`src/hdl/rupht_pkg.sv`:
```
package rupht_pkg;

  localparam int MAX_RECTS_DEF  = 16;
  localparam int COORD_BITS_DEF = 16;
  localparam int HIT_W          = 4;

  typedef enum logic [1:0] {
    CMD_CLEAR = 2'd0,
    CMD_ADD   = 2'd1,
    CMD_QUERY = 2'd2
  } cmd_e;

  // control of the shared multiply-accumulate unit
  typedef struct packed {
    logic mul_en;
    logic acc_clr;
    logic acc_en;
  } mac_ctrl_t;

endpackage

```
`src/hdl/rupht_ram.sv`:
```
module rupht_ram #(
  parameter int WIDTH = 62,
  parameter int DEPTH = 16
) (
  input  logic                                  clk_i,
  input  logic                                  we_i,
  input  logic [((DEPTH > 1) ? $clog2(DEPTH) : 1)-1:0] waddr_i,
  input  logic [WIDTH-1:0]                      wdata_i,
  input  logic [((DEPTH > 1) ? $clog2(DEPTH) : 1)-1:0] raddr_i,
  output logic [WIDTH-1:0]                      rdata_o
);

  logic [WIDTH-1:0] mem_q [DEPTH];

  always_ff @(posedge clk_i) begin
    if (we_i) begin
      mem_q[waddr_i] <= wdata_i;
    end
    rdata_o <= mem_q[raddr_i];
  end

endmodule

```
`src/hdl/rupht_edge_unit.sv`:
```
// Shared multiply-accumulate unit: one product per cycle while mul_en is set, registered, then summed.
module rupht_edge_unit #(
  parameter int COORD_BITS = rupht_pkg::COORD_BITS_DEF
) (
  input  logic                         clk_i,
  input  rupht_pkg::mac_ctrl_t         ctrl_i,
  input  logic signed [COORD_BITS+2:0] op_a_i,
  input  logic signed [COORD_BITS:0]   op_b_i,
  output logic                         nonzero_o
);

  localparam int PROD_W = 2 * COORD_BITS + 4;
  localparam int ACC_W  = PROD_W + 1;

  logic signed [PROD_W-1:0] prod_q;
  logic signed [PROD_W-1:0] prod_d;
  logic signed [ACC_W-1:0]  acc_q;
  logic signed [ACC_W-1:0]  sum;

  assign prod_d    = op_a_i * op_b_i;
  assign sum       = acc_q + ACC_W'(prod_q);
  assign nonzero_o = (sum != '0);

  always_ff @(posedge clk_i) begin
    if (ctrl_i.mul_en) begin
      prod_q <= prod_d;
    end
    if (ctrl_i.acc_clr) begin
      acc_q <= '0;
    end else if (ctrl_i.acc_en) begin
      acc_q <= sum;
    end
  end

endmodule

```
`src/hdl/rect_union_point_hit_test_top.sv`:
```
// Clear and add: the result is registered in the cycle after the request is accepted.
// Query: early reject (outside bounds or empty shape) is answered like clear and add;
// otherwise rectangles are examined in order up to the first hit (at most MAX_RECTS);
// each rectangle costs a table read plus two passes through the one multiplier.
// One request at a time; the next is taken once the result register is free.
// Reset (async, active low) empties the shape and zeroes the bounding box.
module rect_union_point_hit_test_top #(
  parameter int MAX_RECTS  = rupht_pkg::MAX_RECTS_DEF,
  parameter int COORD_BITS = rupht_pkg::COORD_BITS_DEF
) (
  input  logic                              clk_i,
  input  logic                              rst_ni,
  input  logic                              in_valid_i,
  output logic                              in_stall_o,
  input  logic [1:0]                        cmd_i,
  input  logic signed [COORD_BITS-1:0]      center_x_i,
  input  logic signed [COORD_BITS-1:0]      center_y_i,
  input  logic [COORD_BITS-2:0]             size_x_i,
  input  logic [COORD_BITS-2:0]             size_y_i,
  input  logic signed [COORD_BITS-1:0]      point_x_i,
  input  logic signed [COORD_BITS-1:0]      point_y_i,
  output logic                              out_valid_o,
  input  logic                              out_stall_i,
  output logic                              status_o,
  output logic                              inside_res_o,
  output logic [rupht_pkg::HIT_W-1:0]       hit_rect_o
);

  localparam int CB      = COORD_BITS;
  localparam int DW      = CB + 2;
  localparam int DIFF_W  = CB + 3;
  localparam int MB_W    = CB + 1;
  localparam int ENTRY_W = 4 * CB - 2;
  localparam int IDX_W   = (MAX_RECTS > 1) ? $clog2(MAX_RECTS) : 1;
  localparam int CNT_W   = $clog2(MAX_RECTS + 1);
  localparam int HIT_W   = rupht_pkg::HIT_W;

  typedef enum logic [2:0] {
    S_IDLE,
    S_FETCH,
    S_MUL0,
    S_MUL1,
    S_CHECK,
    S_DONE
  } state_e;

  state_e                   state_q, state_d;
  logic [CNT_W-1:0]         count_q, count_d;
  logic signed [DW-1:0]     bmin_x_q, bmin_x_d, bmin_y_q, bmin_y_d;
  logic signed [DW-1:0]     bmax_x_q, bmax_x_d, bmax_y_q, bmax_y_d;
  logic signed [DW-1:0]     px_q, px_d, py_q, py_d;
  logic [IDX_W-1:0]         idx_q, idx_d;
  logic                     inbox_q, inbox_d;
  logic                     res_inside_q, res_inside_d;
  logic [HIT_W-1:0]         res_hit_q, res_hit_d;
  logic                     out_valid_q, out_valid_d;
  logic                     status_q, status_d;
  logic                     inside_q, inside_d;
  logic [HIT_W-1:0]         hit_q, hit_d;

  logic                     in_acc;
  logic                     out_free;
  logic                     full;
  logic                     last;
  logic [IDX_W+HIT_W-1:0]   idx_ext;

  logic signed [DW-1:0]     add_x0, add_x1, add_y0, add_y1;
  logic signed [DW-1:0]     qpx, qpy;
  logic                     in_bounds;

  logic                     ram_we;
  logic [ENTRY_W-1:0]       ram_wdata;
  logic [ENTRY_W-1:0]       ram_rdata;
  logic signed [CB-1:0]     r_cx, r_cy;
  logic [CB-2:0]            r_sx, r_sy;
  logic signed [DW-1:0]     rd_x0, rd_x1, rd_y0, rd_y1;
  logic signed [MB_W-1:0]   rd_w, rd_h;

  rupht_pkg::mac_ctrl_t      mac_ctrl;
  logic signed [DIFF_W-1:0] op_a;
  logic signed [MB_W-1:0]   op_b;
  logic                     diag_nz;

  assign in_stall_o = (state_q != S_IDLE) || (out_valid_q && out_stall_i);
  assign in_acc     = in_valid_i && !in_stall_o;
  assign out_free   = !out_valid_q || !out_stall_i;
  assign full       = (count_q >= CNT_W'(MAX_RECTS));
  assign last       = ((CNT_W'(idx_q) + CNT_W'(1)) == count_q);
  assign idx_ext    = {{HIT_W{1'b0}}, idx_q};

  assign out_valid_o  = out_valid_q;
  assign status_o     = status_q;
  assign inside_res_o = inside_q;
  assign hit_rect_o   = hit_q;

  // corners at doubled scale: 2*center -/+ size
  assign add_x0 = $signed({center_x_i[CB-1], center_x_i, 1'b0}) - $signed({3'b000, size_x_i});
  assign add_x1 = $signed({center_x_i[CB-1], center_x_i, 1'b0}) + $signed({3'b000, size_x_i});
  assign add_y0 = $signed({center_y_i[CB-1], center_y_i, 1'b0}) - $signed({3'b000, size_y_i});
  assign add_y1 = $signed({center_y_i[CB-1], center_y_i, 1'b0}) + $signed({3'b000, size_y_i});

  assign qpx = $signed({point_x_i[CB-1], point_x_i, 1'b0});
  assign qpy = $signed({point_y_i[CB-1], point_y_i, 1'b0});
  assign in_bounds = (qpx >= bmin_x_q) && (qpx <= bmax_x_q) &&
                     (qpy >= bmin_y_q) && (qpy <= bmax_y_q);

  assign ram_wdata = {center_x_i, center_y_i, size_x_i, size_y_i};

  assign r_cx = $signed(ram_rdata[4*CB-3:3*CB-2]);
  assign r_cy = $signed(ram_rdata[3*CB-3:2*CB-2]);
  assign r_sx = ram_rdata[2*CB-3:CB-1];
  assign r_sy = ram_rdata[CB-2:0];

  assign rd_x0 = $signed({r_cx[CB-1], r_cx, 1'b0}) - $signed({3'b000, r_sx});
  assign rd_x1 = $signed({r_cx[CB-1], r_cx, 1'b0}) + $signed({3'b000, r_sx});
  assign rd_y0 = $signed({r_cy[CB-1], r_cy, 1'b0}) - $signed({3'b000, r_sy});
  assign rd_y1 = $signed({r_cy[CB-1], r_cy, 1'b0}) + $signed({3'b000, r_sy});
  assign rd_w  = $signed({1'b0, r_sx, 1'b0});
  assign rd_h  = $signed({1'b0, r_sy, 1'b0});

  rupht_ram #(
    .WIDTH (ENTRY_W),
    .DEPTH (MAX_RECTS)
  ) u_rect_store (
    .clk_i   (clk_i),
    .we_i    (ram_we),
    .waddr_i (count_q[IDX_W-1:0]),
    .wdata_i (ram_wdata),
    .raddr_i (idx_q),
    .rdata_o (ram_rdata)
  );

  rupht_edge_unit #(
    .COORD_BITS (COORD_BITS)
  ) u_edge_unit (
    .clk_i     (clk_i),
    .ctrl_i    (mac_ctrl),
    .op_a_i    (op_a),
    .op_b_i    (op_b),
    .nonzero_o (diag_nz)
  );

  // Both triangles share the diagonal: their diagonal edge values are D and -D with
  // D = (px-x1)*h + (py-y0)*w. The remaining edges are axis-aligned, so a rectangle
  // is hit exactly when the point is strictly inside its box and off the diagonal.
  always_comb begin
    state_d      = state_q;
    count_d      = count_q;
    bmin_x_d     = bmin_x_q;
    bmin_y_d     = bmin_y_q;
    bmax_x_d     = bmax_x_q;
    bmax_y_d     = bmax_y_q;
    px_d         = px_q;
    py_d         = py_q;
    idx_d        = idx_q;
    inbox_d      = inbox_q;
    res_inside_d = res_inside_q;
    res_hit_d    = res_hit_q;
    out_valid_d  = out_valid_q && out_stall_i;
    status_d     = status_q;
    inside_d     = inside_q;
    hit_d        = hit_q;
    ram_we       = 1'b0;
    mac_ctrl     = '0;
    op_a         = DIFF_W'(px_q) - DIFF_W'(rd_x1);
    op_b         = rd_h;

    unique case (state_q)
      S_IDLE: begin
        if (in_acc) begin
          out_valid_d = 1'b1;
          status_d    = 1'b0;
          inside_d    = 1'b0;
          hit_d       = '0;
          unique case (rupht_pkg::cmd_e'(cmd_i))
            rupht_pkg::CMD_CLEAR: begin
              count_d  = '0;
              bmin_x_d = '0;
              bmin_y_d = '0;
              bmax_x_d = '0;
              bmax_y_d = '0;
            end
            rupht_pkg::CMD_ADD: begin
              if (full) begin
                status_d = 1'b1;
              end else begin
                ram_we   = 1'b1;
                count_d  = count_q + CNT_W'(1);
                bmin_x_d = (add_x0 < bmin_x_q) ? add_x0 : bmin_x_q;
                bmin_y_d = (add_y0 < bmin_y_q) ? add_y0 : bmin_y_q;
                bmax_x_d = (add_x1 > bmax_x_q) ? add_x1 : bmax_x_q;
                bmax_y_d = (add_y1 > bmax_y_q) ? add_y1 : bmax_y_q;
              end
            end
            rupht_pkg::CMD_QUERY: begin
              px_d = qpx;
              py_d = qpy;
              if (in_bounds && (count_q != '0)) begin
                out_valid_d = 1'b0;
                idx_d       = '0;
                state_d     = S_FETCH;
              end
            end
            default: begin
            end
          endcase
        end
      end
      S_FETCH: begin
        state_d = S_MUL0;
      end
      S_MUL0: begin
        mac_ctrl.mul_en  = 1'b1;
        mac_ctrl.acc_clr = 1'b1;
        inbox_d = (px_q > rd_x0) && (px_q < rd_x1) && (py_q > rd_y0) && (py_q < rd_y1);
        state_d = S_MUL1;
      end
      S_MUL1: begin
        mac_ctrl.mul_en = 1'b1;
        mac_ctrl.acc_en = 1'b1;
        op_a    = DIFF_W'(py_q) - DIFF_W'(rd_y0);
        op_b    = rd_w;
        state_d = S_CHECK;
      end
      S_CHECK: begin
        if (inbox_q && diag_nz) begin
          res_inside_d = 1'b1;
          res_hit_d    = idx_ext[HIT_W-1:0];
          state_d      = S_DONE;
        end else if (last) begin
          res_inside_d = 1'b0;
          res_hit_d    = '0;
          state_d      = S_DONE;
        end else begin
          idx_d   = idx_q + IDX_W'(1);
          state_d = S_FETCH;
        end
      end
      S_DONE: begin
        if (out_free) begin
          out_valid_d = 1'b1;
          status_d    = 1'b0;
          inside_d    = res_inside_q;
          hit_d       = res_hit_q;
          state_d     = S_IDLE;
        end
      end
    endcase
  end

  always_ff @(posedge clk_i or negedge rst_ni) begin
    if (!rst_ni) begin
      state_q      <= S_IDLE;
      count_q      <= '0;
      bmin_x_q     <= '0;
      bmin_y_q     <= '0;
      bmax_x_q     <= '0;
      bmax_y_q     <= '0;
      px_q         <= '0;
      py_q         <= '0;
      idx_q        <= '0;
      inbox_q      <= 1'b0;
      res_inside_q <= 1'b0;
      res_hit_q    <= '0;
      out_valid_q  <= 1'b0;
      status_q     <= 1'b0;
      inside_q     <= 1'b0;
      hit_q        <= '0;
    end else begin
      state_q      <= state_d;
      count_q      <= count_d;
      bmin_x_q     <= bmin_x_d;
      bmin_y_q     <= bmin_y_d;
      bmax_x_q     <= bmax_x_d;
      bmax_y_q     <= bmax_y_d;
      px_q         <= px_d;
      py_q         <= py_d;
      idx_q        <= idx_d;
      inbox_q      <= inbox_d;
      res_inside_q <= res_inside_d;
      res_hit_q    <= res_hit_d;
      out_valid_q  <= out_valid_d;
      status_q     <= status_d;
      inside_q     <= inside_d;
      hit_q        <= hit_d;
    end
  end

endmodule

```
`config.mk`:
```
export PLATFORM = sky130hd
export DESIGN_NAME = rect_union_point_hit_test_top
export DESIGN_NICKNAME = d
export VERILOG_FILES = /design/src/hdl/rupht_pkg.sv /design/src/hdl/rupht_ram.sv /design/src/hdl/rupht_edge_unit.sv /design/src/hdl/rect_union_point_hit_test_top.sv
export SDC_FILE = /design/constraint.sdc
export NUM_CORES = 2
export LEC_CHECK = 0
export ABC_AREA = 1
export CORE_ASPECT_RATIO = 1.25
export CORE_UTILIZATION = 58
export DETAILED_ROUTE_END_ITERATION = 8
export DONT_BUFFER_PORTS = 1
export GPL_TIMING_DRIVEN = 0
export HOLD_SLACK_MARGIN = 0.06
export PLACE_DENSITY_LB_ADDON = 0.25
export SYNTH_ARGS = -nofsm -noshare
export SYNTH_HDL_FRONTEND = slang
export SYNTH_SLANG_ARGS = --single-unit
```
`constraint.sdc`:
```
create_clock -name clk_i -period 21.2 [get_ports clk_i]
set_clock_uncertainty 0.1 [all_clocks]
set_input_delay 2.12 -clock clk_i [delete_from_list [all_inputs] [get_ports clk_i]]
set_output_delay 2.12 -clock clk_i [all_outputs]
set_load 0.01 [all_outputs]
```
==> flow_summary_export.csv <==
group,metric,value,unit
timing,max_freq,94.17,MHz
critical_path,cp_slowest_cell,"o21ai_0",
yosys,synth_area_per_cell,10.12,sq um
cts,clk_latency,0.77,ns
yosys,synth_seq_cells,1254,
die,die-area,0.1251,sq mm
cts,cts.path.max_buffers,3,
yosys,yosys.area.top_type,"edfxtp_1",
route,wire_per_inst,25.82,um
cts,cts_resized,0,
timing,holdWs,0.3715,ns
yosys,synth_edf_count,1027,
finish,syn2layout_area_growth,9.694,%
timing,setup_tns,0,ns
cts,clkTransAtPathRegs,0.07,ns
yosys,synthTopCellsByCount,"edfxtp_1 (1,027), nand2_1 (974), inv_1 (899), nor2_1 (680), o21ai_0 (652)",
placed_design,place_inst,8728,
placed_design,portBuffers,0,
route,ant_nets,0,
timing,hold_viol,0,
die,fp.dieW,316.6,um
yosys,synth_top_area_share,42.99,%
finish,drive_gt1_share,5.180,%
timing,setup_viol,0,
critical_path,crit_type,"reg -> reg",
global_routing,grt_pass1_wl,336300,um
placed_design,place_ws,10.72,ns
cts,h-tree-depth,3,
yosys,postSynthCellCount,7086,
global_routing,antenna_found_initial,10,
die,die_y,395.2,um
critical_path,critPathCaptureType,"flip-flop",
timing,slew_headroom,-1.001,%
cts,tritoncts,"done",
placed_design,dp_hpwl,173500,um
yosys,ys_warn_count,0,
die,start_util,58.79,%
global_routing,grt_overflow,0,
cts,root_buffer,"clkbuf_16",
placed_design,place.gp.congestion,0.9763,
critical_path,arrival,11.02,ns
cts,hold_buffers,0,
die,rows,143,
outcome,violations,"capacitance limit, slew limit",
cts,cts_buffers,118,
yosys,synth_area_leaders,"edfxtp_1 (43%), ha_1 (8.2%), fa_1 (8.0%)",
die,core_area,0.1220,sq mm
critical_path,slowest_delay,0.69,ns
yosys,synth-seq-area-share,50.23,%
outcome,status,"complete, but fails checks",
run,drv_cap,1,
route,drt-initial-drc-count,6395,
critical_path,crit_required,21.60,ns
yosys,netlist_area,0.07173,sq mm
yosys,syn_nets,7943,
route,routed_wl,231100,um
global_routing,grt_max_degree,130,
critical_path,crit_path_frequent_cell,"nand2_1",
finish,fin_nets,8110,
timing,postLayoutSetupSlackWorst,10.58,ns
route,dr.pass1.iters,8,
critical_path,crit_fanout,10,
global_routing,track_usage,36.86,%
timing,min_period,10.62,ns
yosys,ys_types,65,
timing,fin_crit_sh,50.09,%
global_routing,grt_pass1_vias,55040,
finish,final_cells,8952,
timing,rsz0062_at_grt,"no",
route,vias,55020,
cts,cts_setup_buffers,0,
route,drc,0,
yosys,async_reset_ff_share,10.29,%
timing,tightestPinTransition,1.515,ns
route,via_per_inst,6.146,
yosys,synth_flop_cell,"edfxtp_1",
timing,drv_slew,11,
cts,cts_sinks,1254,
critical_path,worstSetupStartpointType,"flip-flop",
die,ios,108,
yosys,yosysMostFrequentCell,"edfxtp_1",
hold_path,hold_class,"reg -> reg",
[worst max-delay path, delay by kind of cell, from the launching register on]
family,cells,cell delay [ns]
fa+ha+maj,9,4.27
buf+inv,7,0.95
simple gates,13,1.47
compound gates,11,2.78
xor+xnor,2,0.27
flops,1,0.50
[registers in the layout, indices dropped and copies added (netlist names), 3 cells and up]
register	count
px_q	16
bmax_x_q	18
bmin_y_q	18
u_edge_unit.acc_q	36
idx_q	4
u_edge_unit.prod_q	35
u_rect_store.rdata_o	62
res_hit_q	4
state_q	3
bmin_x_q	18
bmax_y_q	18
count_q	5
py_q	16
hit_rect_o	4
u_rect_store.mem_q	992
[cells by family (layout without fill, tap and decap cells)]
logic type / count (synthesis) / count (layout) / synth area share [%]
muxes: 31 / 31 / 0.4866
DFF: 1254 / 1254 / 50.23
adders and majority gates: 757 / 757 / 16.22
and+or+nand+nor: 2015 / 2015 / 11.52
other: 0 / 2 / 0
xor gates and xnor gates: 187 / 187 / 2.283
buffers and inverters: 1208 / 1477 / 6.415
AOI/OAI and AO/OA: 1634 / 1634 / 12.85
[layer usage]
metal  track usage, %  up-vias  wire (um)
met5                0        -         50
li1                 -    24620          -
met4            29.34        6      21270
met1            40.71    26480      77360
met3            7.890      885      21210
met2            61.28     3021     111200
[path summary, 6_finish.rpt]
kind                       slack, ns                endpoint  cells after the start                      from
max                            10.58  u_edge_unit.prod_q[33]                     42  u_rect_store.rdata_o[17]
min                             0.37   u_edge_unit.acc_q[26]                      2     u_edge_unit.acc_q[26]
max reg2reg                    10.58  u_edge_unit.prod_q[33]                     42  u_rect_store.rdata_o[17]
min reg2reg                     0.37   u_edge_unit.acc_q[26]                      2     u_edge_unit.acc_q[26]
max in group asynchronous      19.66            bmax_x_q[16]                      0                    rst_ni
min in group asynchronous       0.98            bmin_y_q[12]                      0                    rst_ni
[placed cells by master, fill, tap and decap left out, types with 14 or more instances in the layout]
cell,netlist,routed
a21o_1,15,15
a21oi_1,555,555
a31oi_1,22,22
buf_1,14,14
buf_12,0,28
buf_2,25,25
clkbuf_1,234,279
clkbuf_16,0,119
clkinv_1,9,15
clkinv_2,0,14
dfrtp_1,129,129
dfxtp_1,98,98
edfxtp_1,1027,1027
fa_1,288,288
ha_1,469,469
inv_1,899,899
inv_2,18,18
mux2_2,31,31
nand2_1,974,974
nand3_1,211,211
nand4_1,49,49
nor2_1,680,663
nor2_4,7,23
nor3_1,34,33
o211ai_1,23,23
o21ai_0,652,651
o21ai_1,21,22
o21bai_1,14,14
o221ai_1,125,125
o22ai_1,135,135
xnor2_1,35,35
xor2_1,152,152
[per-stage QoR]
step / instance area [sq um] / util, %
3_5_place_dp: 74810 / 61.31
4_1_cts: 78680 / 64.48
3_3_place_gp: 73730 / 60.42
5_1_grt: 78680 / 64.48
2_1_floorplan: 71730 / -
6_report: 78690 / 64.49
[area by class of cell]
cell class | count | area, sq um
timing repair buffer | 47 | 953.4
fill | 9659 | 43340
tap | 1595 | 1996
buffer | 282 | 1126
sequential | 1254 | 36030
clock buffer | 175 | 3298
multi-input combinational | 4624 | 31230
clock inverter | 47 | 574.3
antenna | 2 | 5.005
inverter | 926 | 3476
Power is not shown: default switching activity piles up to over one toggle a cycle in this logic, so the estimate is an artifact.
